$ cat src/sv/block_table_allocator_assert.svh
// ----------------------------------------------------------------------------
// block_table_allocator_assert.svh
// Assertion macros shared by the allocator modules. The user must have
// signals named clock and reset in scope.
// ----------------------------------------------------------------------------
`ifndef BLOCK_TABLE_ALLOCATOR_ASSERT_SVH
`define BLOCK_TABLE_ALLOCATOR_ASSERT_SVH

// same-cycle implication
`define BTA_ASSERT_IMP(lbl, ante, cons) \
   lbl: assert property (@(posedge clock) disable iff (reset) (ante) |-> (cons)) \
      else $error("allocator check failed (same cycle)");

// next-cycle implication
`define BTA_ASSERT_NXT(lbl, ante, cons) \
   lbl: assert property (@(posedge clock) disable iff (reset) (ante) |=> (cons)) \
      else $error("allocator check failed (next cycle)");

`endif

$ cat src/sv/bta_pkg.sv
// ----------------------------------------------------------------------------
// bta_pkg
// Types, codes and defaults for the block table allocator.
// ----------------------------------------------------------------------------
`default_nettype none

package bta_pkg;

   localparam int DEF_BLOCK_BYTES   = 32;
   localparam int DEF_TABLE_ENTRIES = 64;

   localparam int BYTES_W   = 16;
   localparam int OFFS_W    = 16;
   localparam int STATUS_W  = 2;
   localparam int AOFF_W    = 11;
   localparam int PCT_W     = 7;
   localparam int PCT_SCALE = 100;

   localparam logic CMD_ALLOC = 1'b0;
   localparam logic CMD_FREE  = 1'b1;

   localparam logic [STATUS_W-1:0] STAT_OK    = 2'd0;
   localparam logic [STATUS_W-1:0] STAT_FAIL  = 2'd1;
   localparam logic [STATUS_W-1:0] STAT_RANGE = 2'd2;

   typedef struct packed {
      logic              cmd;
      logic [BYTES_W-1:0] request_bytes;
      logic [OFFS_W-1:0]  free_offset;
   } req_type;

   typedef struct packed {
      logic [STATUS_W-1:0] status;
      logic [AOFF_W-1:0]   alloc_offset;
      logic [PCT_W-1:0]    used_percent;
   } rsp_type;

   typedef enum logic [3:0] {
      S_INIT,
      S_IDLE,
      S_DECODE,
      S_NEED_DIV,
      S_SCAN,
      S_MARK,
      S_IDX_DIV,
      S_FREE_RD,
      S_FREE_LEN,
      S_CLR_RD,
      S_CLR_WR,
      S_PCT_DIV,
      S_DONE
   } state_type;

   typedef enum logic [1:0] {
      DSEL_NEED,
      DSEL_IDX,
      DSEL_PCT
   } div_sel_type;

   typedef struct packed {
      logic                init_wr;
      logic                load_req;
      logic                div_start;
      div_sel_type         div_sel;
      logic                set_status;
      logic [STATUS_W-1:0] status_code;
      logic                set_aoff;
      logic                scan_start;
      logic                scan;
      logic                mark;
      logic                load_idx;
      logic                load_len;
      logic                clr_wr;
      logic                load_rsp;
   } ctl_cmd_type;

   typedef struct packed {
      logic op_free;
      logic bytes_zero;
      logic off_oob;
      logic div_done;
      logic need_big;
      logic scan_hit;
      logic scan_miss;
      logic mark_last;
      logic len_zero;
      logic clr_last;
      logic init_last;
   } ctl_stat_type;

endpackage

`default_nettype wire

$ cat src/sv/block_table_allocator.sv
// ----------------------------------------------------------------------------
// block_table_allocator
// Fixed-block pool allocator with one table entry per block.
// ----------------------------------------------------------------------------
// One request is worked at a time; the next is taken once the current one
// has reached the result register, which may still be waiting on rsp_ready.
// After reset the table RAM is cleared one entry per cycle, so req_ready
// stays low until every entry is cleared. Divisions (bytes to blocks, offset
// to block index, usage percent) share one reciprocal-multiply unit with a
// registered quotient. An allocation scans entries downward from the top
// entry, one per cycle through the RAM read port, and then marks the run it
// found; a failed scan reads every entry, while an oversize or zero-size
// request is failed without a scan. A free reads and then clears each entry
// of the run in turn through the single table RAM; an offset beyond the pool
// is refused before any table access. req_ready rises in the same cycle as
// rsp_valid, when the result is loaded; while the previous result is still
// waiting on rsp_ready, the load and req_ready are held off.
// ----------------------------------------------------------------------------
`default_nettype none

module block_table_allocator
   import bta_pkg::*;
#(
   parameter int BLOCK_BYTES   = DEF_BLOCK_BYTES,
   parameter int TABLE_ENTRIES = DEF_TABLE_ENTRIES
) (
   input  wire logic    clock,
   input  wire logic    reset,
   input  wire logic    req_valid,
   output      logic    req_ready,
   input  wire req_type req_data,
   output      logic    rsp_valid,
   input  wire logic    rsp_ready,
   output      rsp_type rsp_data
);

   ctl_cmd_type  ctl;
   ctl_stat_type sts;

   bta_ctrl u_ctrl (
      .clock     (clock),
      .reset     (reset),
      .req_valid (req_valid),
      .req_ready (req_ready),
      .rsp_valid (rsp_valid),
      .rsp_ready (rsp_ready),
      .ctl       (ctl),
      .sts       (sts)
   );

   bta_datapath #(
      .BLOCK_BYTES   (BLOCK_BYTES),
      .TABLE_ENTRIES (TABLE_ENTRIES)
   ) u_datapath (
      .clock    (clock),
      .reset    (reset),
      .req_data (req_data),
      .ctl      (ctl),
      .sts      (sts),
      .rsp_data (rsp_data)
   );

endmodule

`default_nettype wire

$ cat src/sv/bta_ram.sv
// ----------------------------------------------------------------------------
// bta_ram
// Generic simple dual-port RAM: one write port, one read port, registered
// read data (old data on a same-address collision).
// ----------------------------------------------------------------------------
`default_nettype none

module bta_ram #(
   parameter int WIDTH = 8,
   parameter int DEPTH = 64
) (
   input  wire logic                     clock,
   input  wire logic                     wr_en,
   input  wire logic [$clog2(DEPTH)-1:0] wr_addr,
   input  wire logic [WIDTH-1:0]         wr_data,
   input  wire logic [$clog2(DEPTH)-1:0] rd_addr,
   output      logic [WIDTH-1:0]         rd_data
);

   logic [WIDTH-1:0] mem_ff [DEPTH];

   always_ff @(posedge clock) begin
      if (wr_en) begin
         mem_ff[wr_addr] <= wr_data;
      end
      rd_data <= mem_ff[rd_addr];
   end

endmodule

`default_nettype wire

$ cat src/sv/bta_div.sv
// ----------------------------------------------------------------------------
// bta_div
// Division by a constant through a rounded-up reciprocal. The dividend and
// reciprocal are latched on start, multiplied the next cycle, and the
// quotient is registered and valid on the done pulse, held until the next
// start.
// ----------------------------------------------------------------------------
`default_nettype none

`include "block_table_allocator_assert.svh"

module bta_div #(
   parameter int DIV_W = 17,
   parameter int REC_W = 25,
   parameter int SHIFT = 24
) (
   input  wire logic             clock,
   input  wire logic             reset,
   input  wire logic             start,
   input  wire logic [DIV_W-1:0] dividend,
   input  wire logic [REC_W-1:0] recip,
   output      logic [DIV_W-1:0] quotient,
   output      logic             done
);

   localparam int PROD_W = DIV_W + REC_W;

   logic [DIV_W-1:0]  dvd_ff, dvd_in;
   logic [REC_W-1:0]  rec_ff, rec_in;
   logic [DIV_W-1:0]  quo_ff, quo_in;
   logic              busy_ff, busy_in;
   logic              done_ff, done_in;
   logic [PROD_W-1:0] product;

   // reciprocal carries SHIFT fraction bits; exact for every dividend below 2**DIV_W
   always_comb begin
      dvd_in  = dvd_ff;
      rec_in  = rec_ff;
      quo_in  = quo_ff;
      busy_in = start;
      done_in = busy_ff;
      product = PROD_W'(dvd_ff) * PROD_W'(rec_ff);
      if (start) begin
         dvd_in = dividend;
         rec_in = recip;
      end
      if (busy_ff) begin
         quo_in = product[SHIFT +: DIV_W];
      end
   end

   always_ff @(posedge clock) begin
      if (reset) begin
         busy_ff <= 1'b0;
         done_ff <= 1'b0;
      end else begin
         busy_ff <= busy_in;
         done_ff <= done_in;
      end
      dvd_ff <= dvd_in;
      rec_ff <= rec_in;
      quo_ff <= quo_in;
   end

   assign quotient = quo_ff;
   assign done     = done_ff;

   `BTA_ASSERT_NXT(a_start_busy, start, busy_ff)
   `BTA_ASSERT_NXT(a_busy_done, busy_ff, done_ff)
   `BTA_ASSERT_IMP(a_no_start_busy, busy_ff, !start)

endmodule

`default_nettype wire

$ cat src/sv/bta_datapath.sv
// ----------------------------------------------------------------------------
// bta_datapath
// Block table RAM, scan/mark/clear pointers, usage count, shared divider
// and result register.
// ----------------------------------------------------------------------------
`default_nettype none

`include "block_table_allocator_assert.svh"

module bta_datapath
   import bta_pkg::*;
#(
   parameter int BLOCK_BYTES   = DEF_BLOCK_BYTES,
   parameter int TABLE_ENTRIES = DEF_TABLE_ENTRIES
) (
   input  wire logic         clock,
   input  wire logic         reset,
   input  wire req_type      req_data,
   input  wire ctl_cmd_type  ctl,
   output      ctl_stat_type sts,
   output      rsp_type      rsp_data
);

   localparam int IDX_W   = $clog2(TABLE_ENTRIES);
   localparam int ENT_W   = $clog2(TABLE_ENTRIES + 1);
   localparam int BB_W    = $clog2(BLOCK_BYTES + 1);
   localparam int SOR_W   = (BLOCK_BYTES > TABLE_ENTRIES) ? BB_W : ENT_W;
   localparam int NEED_DW = $clog2((2 ** BYTES_W) - 1 + BLOCK_BYTES);
   localparam int PCT_DW  = $clog2(TABLE_ENTRIES * PCT_SCALE + 1);
   localparam int DIV_W   = (NEED_DW > PCT_DW) ? NEED_DW : PCT_DW;
   localparam int POOL    = TABLE_ENTRIES * BLOCK_BYTES;
   localparam int POOL_W  = $clog2(POOL + 1);
   localparam int CMP_W   = (POOL_W > OFFS_W) ? POOL_W : OFFS_W;
   localparam int OFF_W   = (IDX_W + BB_W > AOFF_W) ? IDX_W + BB_W : AOFF_W;
   localparam int REC_SH  = DIV_W + SOR_W;
   localparam int REC_W   = REC_SH + 1;

   // rounded-up reciprocals of the two divisors
   localparam logic [REC_W-1:0] REC_BLOCK =
      REC_W'(((64'd1 << REC_SH) + 64'(BLOCK_BYTES) - 64'd1) / 64'(BLOCK_BYTES));
   localparam logic [REC_W-1:0] REC_TABLE =
      REC_W'(((64'd1 << REC_SH) + 64'(TABLE_ENTRIES) - 64'd1) / 64'(TABLE_ENTRIES));

   // latched request
   logic               op_ff;
   logic [BYTES_W-1:0] bytes_ff;
   logic [OFFS_W-1:0]  offs_ff;

   logic [IDX_W-1:0]    ptr_ff, ptr_in;
   logic                issue_ff, issue_in;
   logic                rd_vld_ff, rd_vld_in;
   logic [IDX_W-1:0]    rd_idx_ff, rd_idx_in;
   logic [ENT_W-1:0]    run_ff, run_in;
   logic [ENT_W-1:0]    need_ff, need_in;
   logic [ENT_W-1:0]    cnt_ff, cnt_in;
   logic [ENT_W-1:0]    len_ff, len_in;
   logic [IDX_W-1:0]    base_ff, base_in;
   logic [ENT_W-1:0]    used_ff, used_in;
   logic [STATUS_W-1:0] status_ff, status_in;
   logic [AOFF_W-1:0]   aoff_ff, aoff_in;
   rsp_type             rsp_ff, rsp_in;

   logic             wr_en;
   logic [ENT_W-1:0] wr_data;
   logic [ENT_W-1:0] rd_data;

   logic [DIV_W-1:0] dividend;
   logic [REC_W-1:0] recip;
   logic [DIV_W-1:0] quotient;
   logic             div_done;

   logic [ENT_W-1:0] run_inc;
   logic             rd_free;
   logic             hit;
   logic [OFF_W-1:0] off_full;

   bta_ram #(
      .WIDTH (ENT_W),
      .DEPTH (TABLE_ENTRIES)
   ) u_map (
      .clock   (clock),
      .wr_en   (wr_en),
      .wr_addr (ptr_ff),
      .wr_data (wr_data),
      .rd_addr (ptr_ff),
      .rd_data (rd_data)
   );

   bta_div #(
      .DIV_W (DIV_W),
      .REC_W (REC_W),
      .SHIFT (REC_SH)
   ) u_div (
      .clock    (clock),
      .reset    (reset),
      .start    (ctl.div_start),
      .dividend (dividend),
      .recip    (recip),
      .quotient (quotient),
      .done     (div_done)
   );

   always_comb begin
      run_inc  = run_ff + ENT_W'(1);
      rd_free  = (rd_data == '0);
      hit      = rd_vld_ff && rd_free && (run_inc == need_ff);
      off_full = OFF_W'(base_ff) * OFF_W'(BLOCK_BYTES);

      sts.op_free    = (op_ff == CMD_FREE);
      sts.bytes_zero = (bytes_ff == '0);
      sts.off_oob    = (CMP_W'(offs_ff) >= CMP_W'(POOL));
      sts.div_done   = div_done;
      sts.need_big   = (quotient > DIV_W'(TABLE_ENTRIES));
      sts.scan_hit   = hit;
      sts.scan_miss  = rd_vld_ff && !hit && (rd_idx_ff == '0);
      sts.mark_last  = (cnt_ff == need_ff - ENT_W'(1));
      sts.len_zero   = rd_free;
      // a run is cleared no further than the top entry
      sts.clr_last   = (cnt_ff == len_ff - ENT_W'(1)) ||
                       (ptr_ff == IDX_W'(TABLE_ENTRIES - 1));
      sts.init_last  = (ptr_ff == IDX_W'(TABLE_ENTRIES - 1));
   end

   // usage count follows every table write
   always_comb begin
      used_in = used_ff;
      if (ctl.mark) begin
         used_in = used_ff + ENT_W'(1);
      end else if (ctl.clr_wr && !rd_free) begin
         used_in = used_ff - ENT_W'(1);
      end
   end

   always_comb begin
      case (ctl.div_sel)
         DSEL_NEED: begin
            dividend = DIV_W'(bytes_ff) + DIV_W'(BLOCK_BYTES - 1);
            recip    = REC_BLOCK;
         end
         DSEL_IDX: begin
            dividend = DIV_W'(offs_ff);
            recip    = REC_BLOCK;
         end
         DSEL_PCT: begin
            dividend = DIV_W'(used_in) * DIV_W'(PCT_SCALE);
            recip    = REC_TABLE;
         end
         default: begin
            dividend = DIV_W'(used_in) * DIV_W'(PCT_SCALE);
            recip    = REC_TABLE;
         end
      endcase
   end

   always_comb begin
      wr_en   = ctl.init_wr || ctl.mark || ctl.clr_wr;
      wr_data = ctl.mark ? need_ff : '0;
   end

   always_comb begin
      ptr_in    = ptr_ff;
      issue_in  = issue_ff;
      rd_vld_in = 1'b0;
      rd_idx_in = rd_idx_ff;
      run_in    = run_ff;
      need_in   = need_ff;
      cnt_in    = cnt_ff;
      len_in    = len_ff;
      base_in   = base_ff;
      status_in = status_ff;
      aoff_in   = aoff_ff;
      rsp_in    = rsp_ff;

      if (ctl.init_wr || ctl.mark || ctl.clr_wr) begin
         ptr_in = ptr_ff + IDX_W'(1);
      end
      if (ctl.mark || ctl.clr_wr) begin
         cnt_in = cnt_ff + ENT_W'(1);
      end

      if (ctl.scan_start) begin
         ptr_in   = IDX_W'(TABLE_ENTRIES - 1);
         issue_in = 1'b1;
         run_in   = '0;
         cnt_in   = '0;
         need_in  = quotient[ENT_W-1:0];
      end

      // scan: one read issued per beat, checked a beat later
      if (ctl.scan) begin
         if (issue_ff) begin
            ptr_in    = ptr_ff - IDX_W'(1);
            issue_in  = (ptr_ff != '0);
            rd_vld_in = 1'b1;
            rd_idx_in = ptr_ff;
         end
         if (rd_vld_ff) begin
            run_in = rd_free ? run_inc : '0;
         end
         if (hit) begin
            ptr_in    = rd_idx_ff;
            base_in   = rd_idx_ff;
            rd_vld_in = 1'b0;
         end
      end

      if (ctl.load_idx) begin
         ptr_in = quotient[IDX_W-1:0];
      end
      if (ctl.load_len) begin
         len_in = rd_data;
         cnt_in = '0;
      end
      if (ctl.set_status) begin
         status_in = ctl.status_code;
      end
      if (ctl.load_req) begin
         aoff_in = '0;
      end
      if (ctl.set_aoff) begin
         aoff_in = off_full[AOFF_W-1:0];
      end
      if (ctl.load_rsp) begin
         rsp_in.status       = status_ff;
         rsp_in.alloc_offset = aoff_ff;
         rsp_in.used_percent = quotient[PCT_W-1:0];
      end
   end

   always_ff @(posedge clock) begin
      if (reset) begin
         ptr_ff    <= '0;
         issue_ff  <= 1'b0;
         rd_vld_ff <= 1'b0;
         used_ff   <= '0;
      end else begin
         ptr_ff    <= ptr_in;
         issue_ff  <= issue_in;
         rd_vld_ff <= rd_vld_in;
         used_ff   <= used_in;
      end
      if (ctl.load_req) begin
         op_ff    <= req_data.cmd;
         bytes_ff <= req_data.request_bytes;
         offs_ff  <= req_data.free_offset;
      end
      rd_idx_ff <= rd_idx_in;
      run_ff    <= run_in;
      need_ff   <= need_in;
      cnt_ff    <= cnt_in;
      len_ff    <= len_in;
      base_ff   <= base_in;
      status_ff <= status_in;
      aoff_ff   <= aoff_in;
      rsp_ff    <= rsp_in;
   end

   assign rsp_data = rsp_ff;

   `BTA_ASSERT_IMP(a_mark_within_run, ctl.mark, cnt_ff < need_ff)
   `BTA_ASSERT_IMP(a_mark_need_nonzero, ctl.mark, need_ff != '0)
   `BTA_ASSERT_IMP(a_used_no_underflow, ctl.clr_wr && !rd_free, used_ff != '0)

endmodule

`default_nettype wire

$ cat src/sv/bta_ctrl.sv
// ----------------------------------------------------------------------------
// bta_ctrl
// Sequencer for the allocator: table clear after reset, decode, divide,
// scan, mark, clear and result hand-off.
// ----------------------------------------------------------------------------
`default_nettype none

`include "block_table_allocator_assert.svh"

module bta_ctrl
   import bta_pkg::*;
(
   input  wire logic         clock,
   input  wire logic         reset,
   input  wire logic         req_valid,
   output      logic         req_ready,
   output      logic         rsp_valid,
   input  wire logic         rsp_ready,
   output      ctl_cmd_type  ctl,
   input  wire ctl_stat_type sts
);

   state_type state_ff, state_in;
   logic      rsp_valid_ff, rsp_valid_in;
   logic      div_wait;

   always_ff @(posedge clock) begin
      if (reset) begin
         state_ff     <= S_INIT;
         rsp_valid_ff <= 1'b0;
      end else begin
         state_ff     <= state_in;
         rsp_valid_ff <= rsp_valid_in;
      end
   end

   always_comb begin
      state_in        = state_ff;
      ctl             = '0;
      ctl.div_sel     = DSEL_PCT;
      ctl.status_code = STAT_OK;
      req_ready       = 1'b0;

      case (state_ff)
         S_INIT: begin
            ctl.init_wr = 1'b1;
            if (sts.init_last) begin
               state_in = S_IDLE;
            end
         end
         S_IDLE: begin
            req_ready = 1'b1;
            if (req_valid) begin
               ctl.load_req = 1'b1;
               state_in     = S_DECODE;
            end
         end
         S_DECODE: begin
            ctl.div_start = 1'b1;
            if (!sts.op_free) begin
               if (sts.bytes_zero) begin
                  ctl.set_status  = 1'b1;
                  ctl.status_code = STAT_FAIL;
                  state_in        = S_PCT_DIV;
               end else begin
                  ctl.div_sel = DSEL_NEED;
                  state_in    = S_NEED_DIV;
               end
            end else begin
               if (sts.off_oob) begin
                  ctl.set_status  = 1'b1;
                  ctl.status_code = STAT_RANGE;
                  state_in        = S_PCT_DIV;
               end else begin
                  ctl.div_sel = DSEL_IDX;
                  state_in    = S_IDX_DIV;
               end
            end
         end
         S_NEED_DIV: begin
            if (sts.div_done) begin
               if (sts.need_big) begin
                  ctl.set_status  = 1'b1;
                  ctl.status_code = STAT_FAIL;
                  ctl.div_start   = 1'b1;
                  state_in        = S_PCT_DIV;
               end else begin
                  ctl.scan_start = 1'b1;
                  state_in       = S_SCAN;
               end
            end
         end
         S_SCAN: begin
            ctl.scan = 1'b1;
            if (sts.scan_hit) begin
               state_in = S_MARK;
            end else if (sts.scan_miss) begin
               ctl.set_status  = 1'b1;
               ctl.status_code = STAT_FAIL;
               ctl.div_start   = 1'b1;
               state_in        = S_PCT_DIV;
            end
         end
         S_MARK: begin
            ctl.mark = 1'b1;
            if (sts.mark_last) begin
               ctl.set_status  = 1'b1;
               ctl.status_code = STAT_OK;
               ctl.set_aoff    = 1'b1;
               ctl.div_start   = 1'b1;
               state_in        = S_PCT_DIV;
            end
         end
         S_IDX_DIV: begin
            if (sts.div_done) begin
               ctl.load_idx = 1'b1;
               state_in     = S_FREE_RD;
            end
         end
         S_FREE_RD: begin
            state_in = S_FREE_LEN;
         end
         S_FREE_LEN: begin
            if (sts.len_zero) begin
               // block already free: nothing to clear
               ctl.set_status  = 1'b1;
               ctl.status_code = STAT_OK;
               ctl.div_start   = 1'b1;
               state_in        = S_PCT_DIV;
            end else begin
               ctl.load_len = 1'b1;
               state_in     = S_CLR_RD;
            end
         end
         S_CLR_RD: begin
            state_in = S_CLR_WR;
         end
         S_CLR_WR: begin
            ctl.clr_wr = 1'b1;
            if (sts.clr_last) begin
               ctl.set_status  = 1'b1;
               ctl.status_code = STAT_OK;
               ctl.div_start   = 1'b1;
               state_in        = S_PCT_DIV;
            end else begin
               state_in = S_CLR_RD;
            end
         end
         S_PCT_DIV: begin
            if (sts.div_done) begin
               state_in = S_DONE;
            end
         end
         S_DONE: begin
            if (!rsp_valid_ff || rsp_ready) begin
               ctl.load_rsp = 1'b1;
               state_in     = S_IDLE;
            end
         end
         default: begin
            state_in = S_IDLE;
         end
      endcase
   end

   always_comb begin
      rsp_valid_in = rsp_valid_ff;
      if (ctl.load_rsp) begin
         rsp_valid_in = 1'b1;
      end else if (rsp_valid_ff && rsp_ready) begin
         rsp_valid_in = 1'b0;
      end
   end

   assign rsp_valid = rsp_valid_ff;

   assign div_wait = (state_ff == S_NEED_DIV) || (state_ff == S_IDX_DIV) ||
                     (state_ff == S_PCT_DIV);

   `BTA_ASSERT_NXT(a_accept_decodes, req_valid && req_ready, state_ff == S_DECODE)
   `BTA_ASSERT_IMP(a_div_done_expected, sts.div_done, div_wait)
   `BTA_ASSERT_IMP(a_ready_only_idle, req_ready, state_ff == S_IDLE)

endmodule

`default_nettype wire
$ cat config.mk
export PLATFORM = sky130hd
export DESIGN_NAME = block_table_allocator
export DESIGN_NICKNAME = d
export VERILOG_FILES = /design/src/sv/bta_pkg.sv /design/src/sv/block_table_allocator.sv /design/src/sv/bta_ram.sv /design/src/sv/bta_div.sv /design/src/sv/bta_datapath.sv /design/src/sv/bta_ctrl.sv
export VERILOG_INCLUDE_DIRS = /design/src /design/src/sv
export SDC_FILE = /design/constraint.sdc
export NUM_CORES = 1
export LEC_CHECK = 0
export ABC_AREA = 0
export BUFFER_PORTS_ARGS = -buffer_cell sky130_fd_sc_hd__buf_2
export CORE_MARGIN = 8
export CORE_UTILIZATION = 42
export CTS_CLUSTER_SIZE = 28
export DETAILED_ROUTE_END_ITERATION = 6
export GPL_TIMING_DRIVEN = 0
export SLEW_MARGIN = 30
export SYNTH_ARGS = -nofsm -noshare
export SYNTH_HDL_FRONTEND = slang
export SYNTH_SLANG_ARGS = --single-unit
$ cat constraint.sdc
create_clock -name clock -period 7.5 [get_ports clock]
set_input_delay 1.125 -clock clock [delete_from_list [all_inputs] [get_ports clock]]
set_output_delay 1.125 -clock clock [all_outputs]
set_load 0.01 [all_outputs]
# After elaboration in Yosys (flattened, before gate mapping)
# Memories as Yosys holds them, arrays and structs flattened. A register that Yosys moved wholly into a read port is not among the register bits.
# Index checks and enable logic that the tools add are counted.
# W data, S select, Z words.
# totals
regBits,177
ramBits,448
in_bits,37
output_inout_bits,22
elab_cells,173
memories,1
# memory_table
memory,depth,word_bits,read_ports,rd_ports_with_merged_regs,write_ports,line_no,text
u_datapath.u_map.mem_ff,64,7,1,1,1,bta_ram.sv:20,logic [WIDTH-1:0] mem_ff [DEPTH];
# classes
add_sub_neg,9
n_mul,2
n_lt_le_gt_ge,2
eq_ne,25
n_mux,80
bitwise,1
n_reduce_logical,28
# op_table
op,count
$mux W4,14
$pmux W4 S13,1
$mux W7,7
$mul A17 B25 Y41,1
$mux W6,6
$pmux W17 S2,1
$mux W1,32
$mux W3,8
$mux W11,2
$add A7 B1 Y7 const B,3
$eq A7 B7 Y1,3
$sub A7 B1 Y7 const B,3
$eq A4 B4 Y1 const B,5
$mux W20,1
$pmux W3 S6,1
$add A16 B5 Y17 const B,1
$gt A17 B7 Y1 const B,1
$eq A4 B3 Y1 const B,4
$ge A16 B12 Y1 const B,1
$logic_not A16 Y1,1
$mul A7 B5 Y12 const B,1
$mux W2,5
$eq A4 B2 Y1 const B,2
$ne A2 B1 Y1 const B,4
other kinds (23),39

# Logic depth before layout (Yosys ltp)
# logic_depth
word_depth,10
ltp_mapped,21
depth_no_buf,20

# Modules after synthesis
# A second synthesis with hierarchy kept.
# hier_totals
hier_cells,3126
hier_area_um2,39579.2
# by_module_without_submodules
module,n_inst,cells_each,area_each_um2,seq_area_each_um2
bta_ram,1,827,17635.7,13593.0
bta_div,1,1630,15110.7,1811.7
bta_datapath,1,581,6144.6,3042.9
bta_ctrl,1,88,688.2,100.1

# Worst setup path before layout
# No wires, ideal clock.
# synth_timing
kind,register to register
start,reg u_datapath.u_map.rd_data[2] (read register of u_datapath.u_map.mem_ff)
end,reg u_datapath.u_div.dvd_ff[13] (data pin)
setup_ps,256
t_arrival_ps,4425
t_required_ps,7244
path_slack_ps,2820
stages_incl_launch_ff,19
path_buffers,0
synth_period_minus_slack_ps,4680
cell_sequence,dfxtp_1 -> or4_1 -> nor4_4 -> nor2_1 -> a22oi_1 -> xor2_1 -> inv_1 -> ha_1 -> ha_1 -> inv_1 -> fa_1 -> inv_1 -> ha_1 -> a21oi_1 -> nor2b_1 -> o21a_1 -> o41a_1 -> xor2_1 -> a31o_2
# synth_between
elab_chain_cells,7
# synth_lines
item,line_no,text
from (decl),bta_ram.sv:17,output logic [WIDTH-1:0] rd_data
$logic_not A7 Y1,bta_datapath.sv:105,rd_free = (rd_data == '0);
$logic_not A1 Y1,bta_datapath.sv:129,end else if (ctl.clr_wr && !rd_free) begin
$logic_and A1 B1 Y1,bta_datapath.sv:129,
$mux W7,bta_datapath.sv:129,
$mux W7,bta_datapath.sv:127,if (ctl.mark) begin
named net u_datapath.used_in[2],bta_datapath.sv:58,"logic [ENT_W-1:0] used_ff, used_in;"
$mul A7 B5 Y12,"bta_datapath.sv:145, bta_datapath.sv:149",
$pmux W17 S2,bta_datapath.sv:135,case (ctl.div_sel)
named net u_datapath.dividend[13],bta_datapath.sv:67,logic [DIV_W-1:0] dividend;
to (signal assigned),bta_div.sv:60,dvd_ff <= dvd_in;
to (decl),bta_div.sv:28,"logic [DIV_W-1:0] dvd_ff, dvd_in;"
# The timed path passes the listed nets, and every way through them passes these cells.
# A chain may end at the register's enable or synchronous reset.

# Worst setup path in the final report
# Ends and elaborated chain as after synthesis.

==> flow_metrics.py <==
metrics = {
    "cells_and_area": {
        "regArea_mm2": 0.01780,
        "nFillCells": 5098,
        "area_growth_pct": 14.19,
        "final_cells": 2727,
        "layout-drive-gt1-share_pct": 11.67,
        "multiInputGateArea_mm2": 0.007282,
        "nets": 2039,
        "diodes": 0,
    },
    "worst_hold_path": {
        "holdCritPathClass": "reg2reg",
        "hold_depth": 0,
        "worstHoldStart": "u_datapath.aoff_ff[8]",
        "min_to": "u_datapath.rsp_data[15]",
    },
    "critical_path": {
        "crit_required_ns": 7.86,
        "critPathKind": "reg2reg",
        "critPathCaptureType": "flop",
        "path_buf_inv": 3,
        "startpoint_type": "flop",
        "worstPathCellList": "or4_1, nor4_4, nor2_1, a22oi_1, xor2_1, inv_1, ha_1, ha_1, inv_1, fa_1, inv_1, ha_1, a21oi_1, nor2b_1, o21a_1, o41a_1, xor2_1, a31o_2",
        "worstReg2RegEnd": "u_datapath.u_div.dvd_ff[13]",
        "reg2reg_depth": 18,
        "crit_arrival_ns": 5.74,
        "crit_family": "simple AND/OR/NAND/NOR gates",
        "critPathMaxFanout": 7,
        "r2r_start": "u_datapath.u_map.rd_data[2]",
        "crit_cells": 18,
        "max_stage_delay_ns": 0.56,
        "slowest_stage": "or4_1",
        "ff2ff_setup_slack_ns": 2.12,
    },
    "run_status": {
        "violations": "DRC",
        "status": "complete, but fails checks",
    },
    "pwr": {
        "ir_drop_mv": 0.1445,
        "pwr-share-clk_pct": 44.0,
        "power.density_mw_per_mm2": 247.7,
        "power_frac_comb_pct": 5.2,
        "seq_power_share_pct": 50.9,
        "switchingPower_w": 0.001651,
        "p_leak_nw": 9.172,
        "internal_power_w": 0.005604,
        "sw_frac_of_total_pct": 22.75,
    },
    "synth": {
        "yosysTopAreaCellShare_pct": 66.05,
        "synthTopCellsByArea": "edfxtp_1, a22oi_1, ha_1",
        "synth-seq-area-share_pct": 69.41,
        "ys_types": 79,
        "syn_avg_cell_area_um2": 14.58,
        "synth_cells": 1759,
        "ys_ff_latch": 607,
        "synthesis.area_mm2": 0.02564,
        "async_flop_share_pct": 0,
        "synth_area_leader_cell": "edfxtp_1",
        "synth-warning-count": 0,
        "synth-edff-count": 564,
        "synthFlopType": "edfxtp_1",
    },
    "routing": {
        "routed_wirelength_mm": 73.81,
        "drtIter0Drc": 2412,
        "ant_nets": 0,
        "first_pass_iters": 7,
        "drc": 3,
        "wire_per_inst_um": 27.06,
        "viasPerCell": 6.071,
        "vias": 16560,
    },
    "clocking": {
        "cts_buffers": 67,
        "cts_root_buffer": "clkbuf_16",
        "clkLatencyLatePin_ns": 0.63,
        "clockBufferDepth": 3,
        "cts_tree": "built",
        "holdBufCountCts": 0,
        "htree_levels": 3,
        "cts_resized": 0,
        "cts_setup_buffers": 0,
        "clock_sinks": 607,
        "clk_pin_slew_worst_paths_ns": 0.06,
    },
    "sta": {
        "maxSlewHeadroom_pct": 26.29,
        "drv_slew": 0,
        "fmax_mhz": 185.8,
        "fin_crit_ns": 5.381,
        "skew_ns": 0.02983,
        "finalHoldViolCount": 0,
        "rsz0062_at_grt": "no",
        "tightest_slew_ns": 1.106,
        "setup_viol": 0,
        "fin_crit_sh_pct": 71.75,
        "fin_tns_setup_ns": 0,
        "setup_ws_ns": 2.119,
    },
    "global_route": {
        "grt_pass1_vias": 15810,
        "grt_max_degree": 65,
        "grt_pass1_wl_mm": 107.1,
        "grtUsageTotal_pct": 20.71,
        "antenna_found_initial": 1,
        "grt_overflow": 0,
    },
    "placed_design": {
        "gp_congestion": 0.8809,
        "dpl.hpwl_mm": 48.61,
        "place_inst": 2607,
        "portBuffers": 53,
        "dp_slack_ns": 2.078,
    },
    "floorplanning": {
        "die_h_um": 263.1,
        "pin_count": 59,
        "die_area_mm2": 0.06922,
        "start_util_pct": 42.48,
        "die_w_um": 263.1,
        "core-area_mm2": 0.06036,
        "fp-row-count": 90,
    },
    "flow_run": {
        "max_cap_violations": 0,
    },
}
per-layer routing:
| metal | global-route usage, % | wire length, µm | up-vias |
|---|---|---|---|
| met5 | 0 | 16 | - |
| met4 | 7.220 | 2467 | 2 |
| met3 | 4.866 | 8144 | 156 |
| met2 | 31.45 | 32810 | 980 |
| met1 | 28.98 | 30360 | 8236 |
| li1 | - | - | 7182 |
cell usage after synthesis, types with 12 or more instances:
| cell | instances |
|---|---|
| dfxtp_1 | 43 |
| nand2_1 | 79 |
| nand4_1 | 12 |
| xor2_1 | 34 |
| a22oi_1 | 173 |
| a21oi_1 | 39 |
| a22o_1 | 27 |
| clkbuf_1 | 75 |
| nand3_1 | 27 |
| a41oi_1 | 28 |
| a31oi_1 | 30 |
| a221oi_1 | 28 |
| and3_1 | 12 |
| and2_1 | 37 |
| nor4_1 | 21 |
| nor3_1 | 20 |
| inv_1 | 45 |
| o21ai_0 | 32 |
| nor2_1 | 128 |
| edfxtp_1 | 564 |
| ha_1 | 102 |
| xnor2_1 | 40 |
worst max-delay path by stage:
stage                                           start                          end  slack [ns]
after global routing      u_datapath.u_map.rd_data[2]  u_datapath.u_div.dvd_ff[12]        1.77
after detailed placement  u_datapath.u_map.rd_data[2]  u_datapath.u_div.dvd_ff[13]        2.08
after global placement    u_datapath.u_map.rd_data[2]  u_datapath.u_div.dvd_ff[13]        2.11
final                     u_datapath.u_map.rd_data[2]  u_datapath.u_div.dvd_ff[13]        2.12
after CTS                 u_datapath.u_map.rd_data[2]  u_datapath.u_div.dvd_ff[13]        2.05
after floorplan           u_datapath.u_map.rd_data[2]  u_datapath.u_div.dvd_ff[13]        2.82
state kept, by name, indices dropped and copies added, names as in the netlist, 2 cells and up:
name / flops
u_ctrl.state_ff: 4
u_datapath.aoff_ff: 6
u_datapath.base_ff: 6
u_datapath.bytes_ff: 16
u_datapath.cnt_ff: 7
u_datapath.len_ff: 7
u_datapath.need_ff: 7
u_datapath.offs_ff: 16
u_datapath.ptr_ff: 6
u_datapath.rd_idx_ff: 6
u_datapath.rsp_data: 15
u_datapath.run_ff: 7
u_datapath.status_ff: 2
u_datapath.u_div.dvd_ff: 17
u_datapath.u_div.quotient: 15
u_datapath.u_div.rec_ff: 2
u_datapath.u_map.mem_ff: 448
u_datapath.u_map.rd_data: 7
u_datapath.used_ff: 7
kinds of logic (layout without fill, tap and decap cells):
family | count (synthesis) | in the layout | share of synthesized area (%)
adder cells (fa/ha/maj) | 108 | 108 | 5.445
AND/OR/NAND/NOR | 398 | 398 | 7.705
other | 1 | 5 | 0.01462
AO/OA/AOI/OAI | 421 | 421 | 12.20
buffers and inverters | 144 | 326 | 2.410
XOR/XNOR | 75 | 75 | 2.620
multiplexers | 5 | 5 | 0.2001
flip-flops | 607 | 607 | 69.41
area by class of cell:
type / count / area share (%)
Clock buffer: 85 / 6.063
Buffer: 98 / 1.602
Inverter: 46 / 0.5939
Sequential cell: 607 / 60.78
Clock inverter: 35 / 1.167
Tap cell: 782 / 3.341
Multi-Input combinational cell: 1012 / 24.87
Timing Repair Buffer: 62 / 1.585
power by group through the flow:
stage | sequential [W] | combinational [W] | clock [W]
global placement | 0.00376 | 0.000356 | 0
finish | 0.00369 | 0.000374 | 0.00319
detailed placement | 0.00376 | 0.000359 | 0
floorplan | 0.00376 | 0.000195 | 0
global route | 0.00369 | 0.000382 | 0.00334
CTS | 0.00369 | 0.000360 | 0.00322
through the flow:
stage / power (W) / util [%] / hold WS [ns] / cell area, µm²
after floorplan: 0.003952 / - / 0.3996 / 25660
after global placement: 0.004116 / 44.57 / 0.4055 / 26900
after detailed placement: 0.004120 / 45.00 / 0.4045 / 27160
after CTS: 0.007266 / 48.51 / 0.4105 / 29280
after global routing: 0.007413 / 48.51 / 0.4223 / 29280
final: 0.007254 / 48.51 / 0.4137 / 29280
layout by cell type, fill, tap and decap left out, types with 30 or more instances in the layout:
master / netlist / final
ha_1: 102 / 102
xor2_1: 34 / 34
dfxtp_1: 43 / 43
nor2_1: 128 / 125
buf_2: 3 / 57
edfxtp_1: 564 / 564
clkbuf_1: 75 / 72
a22oi_1: 173 / 173
a21oi_1: 39 / 39
o21ai_0: 32 / 32
xnor2_1: 40 / 40
inv_1: 45 / 45
clkbuf_16: 0 / 68
a31oi_1: 30 / 30
and2_1: 37 / 33
nand2_1: 79 / 79
(Power assumes the default switching activity.)
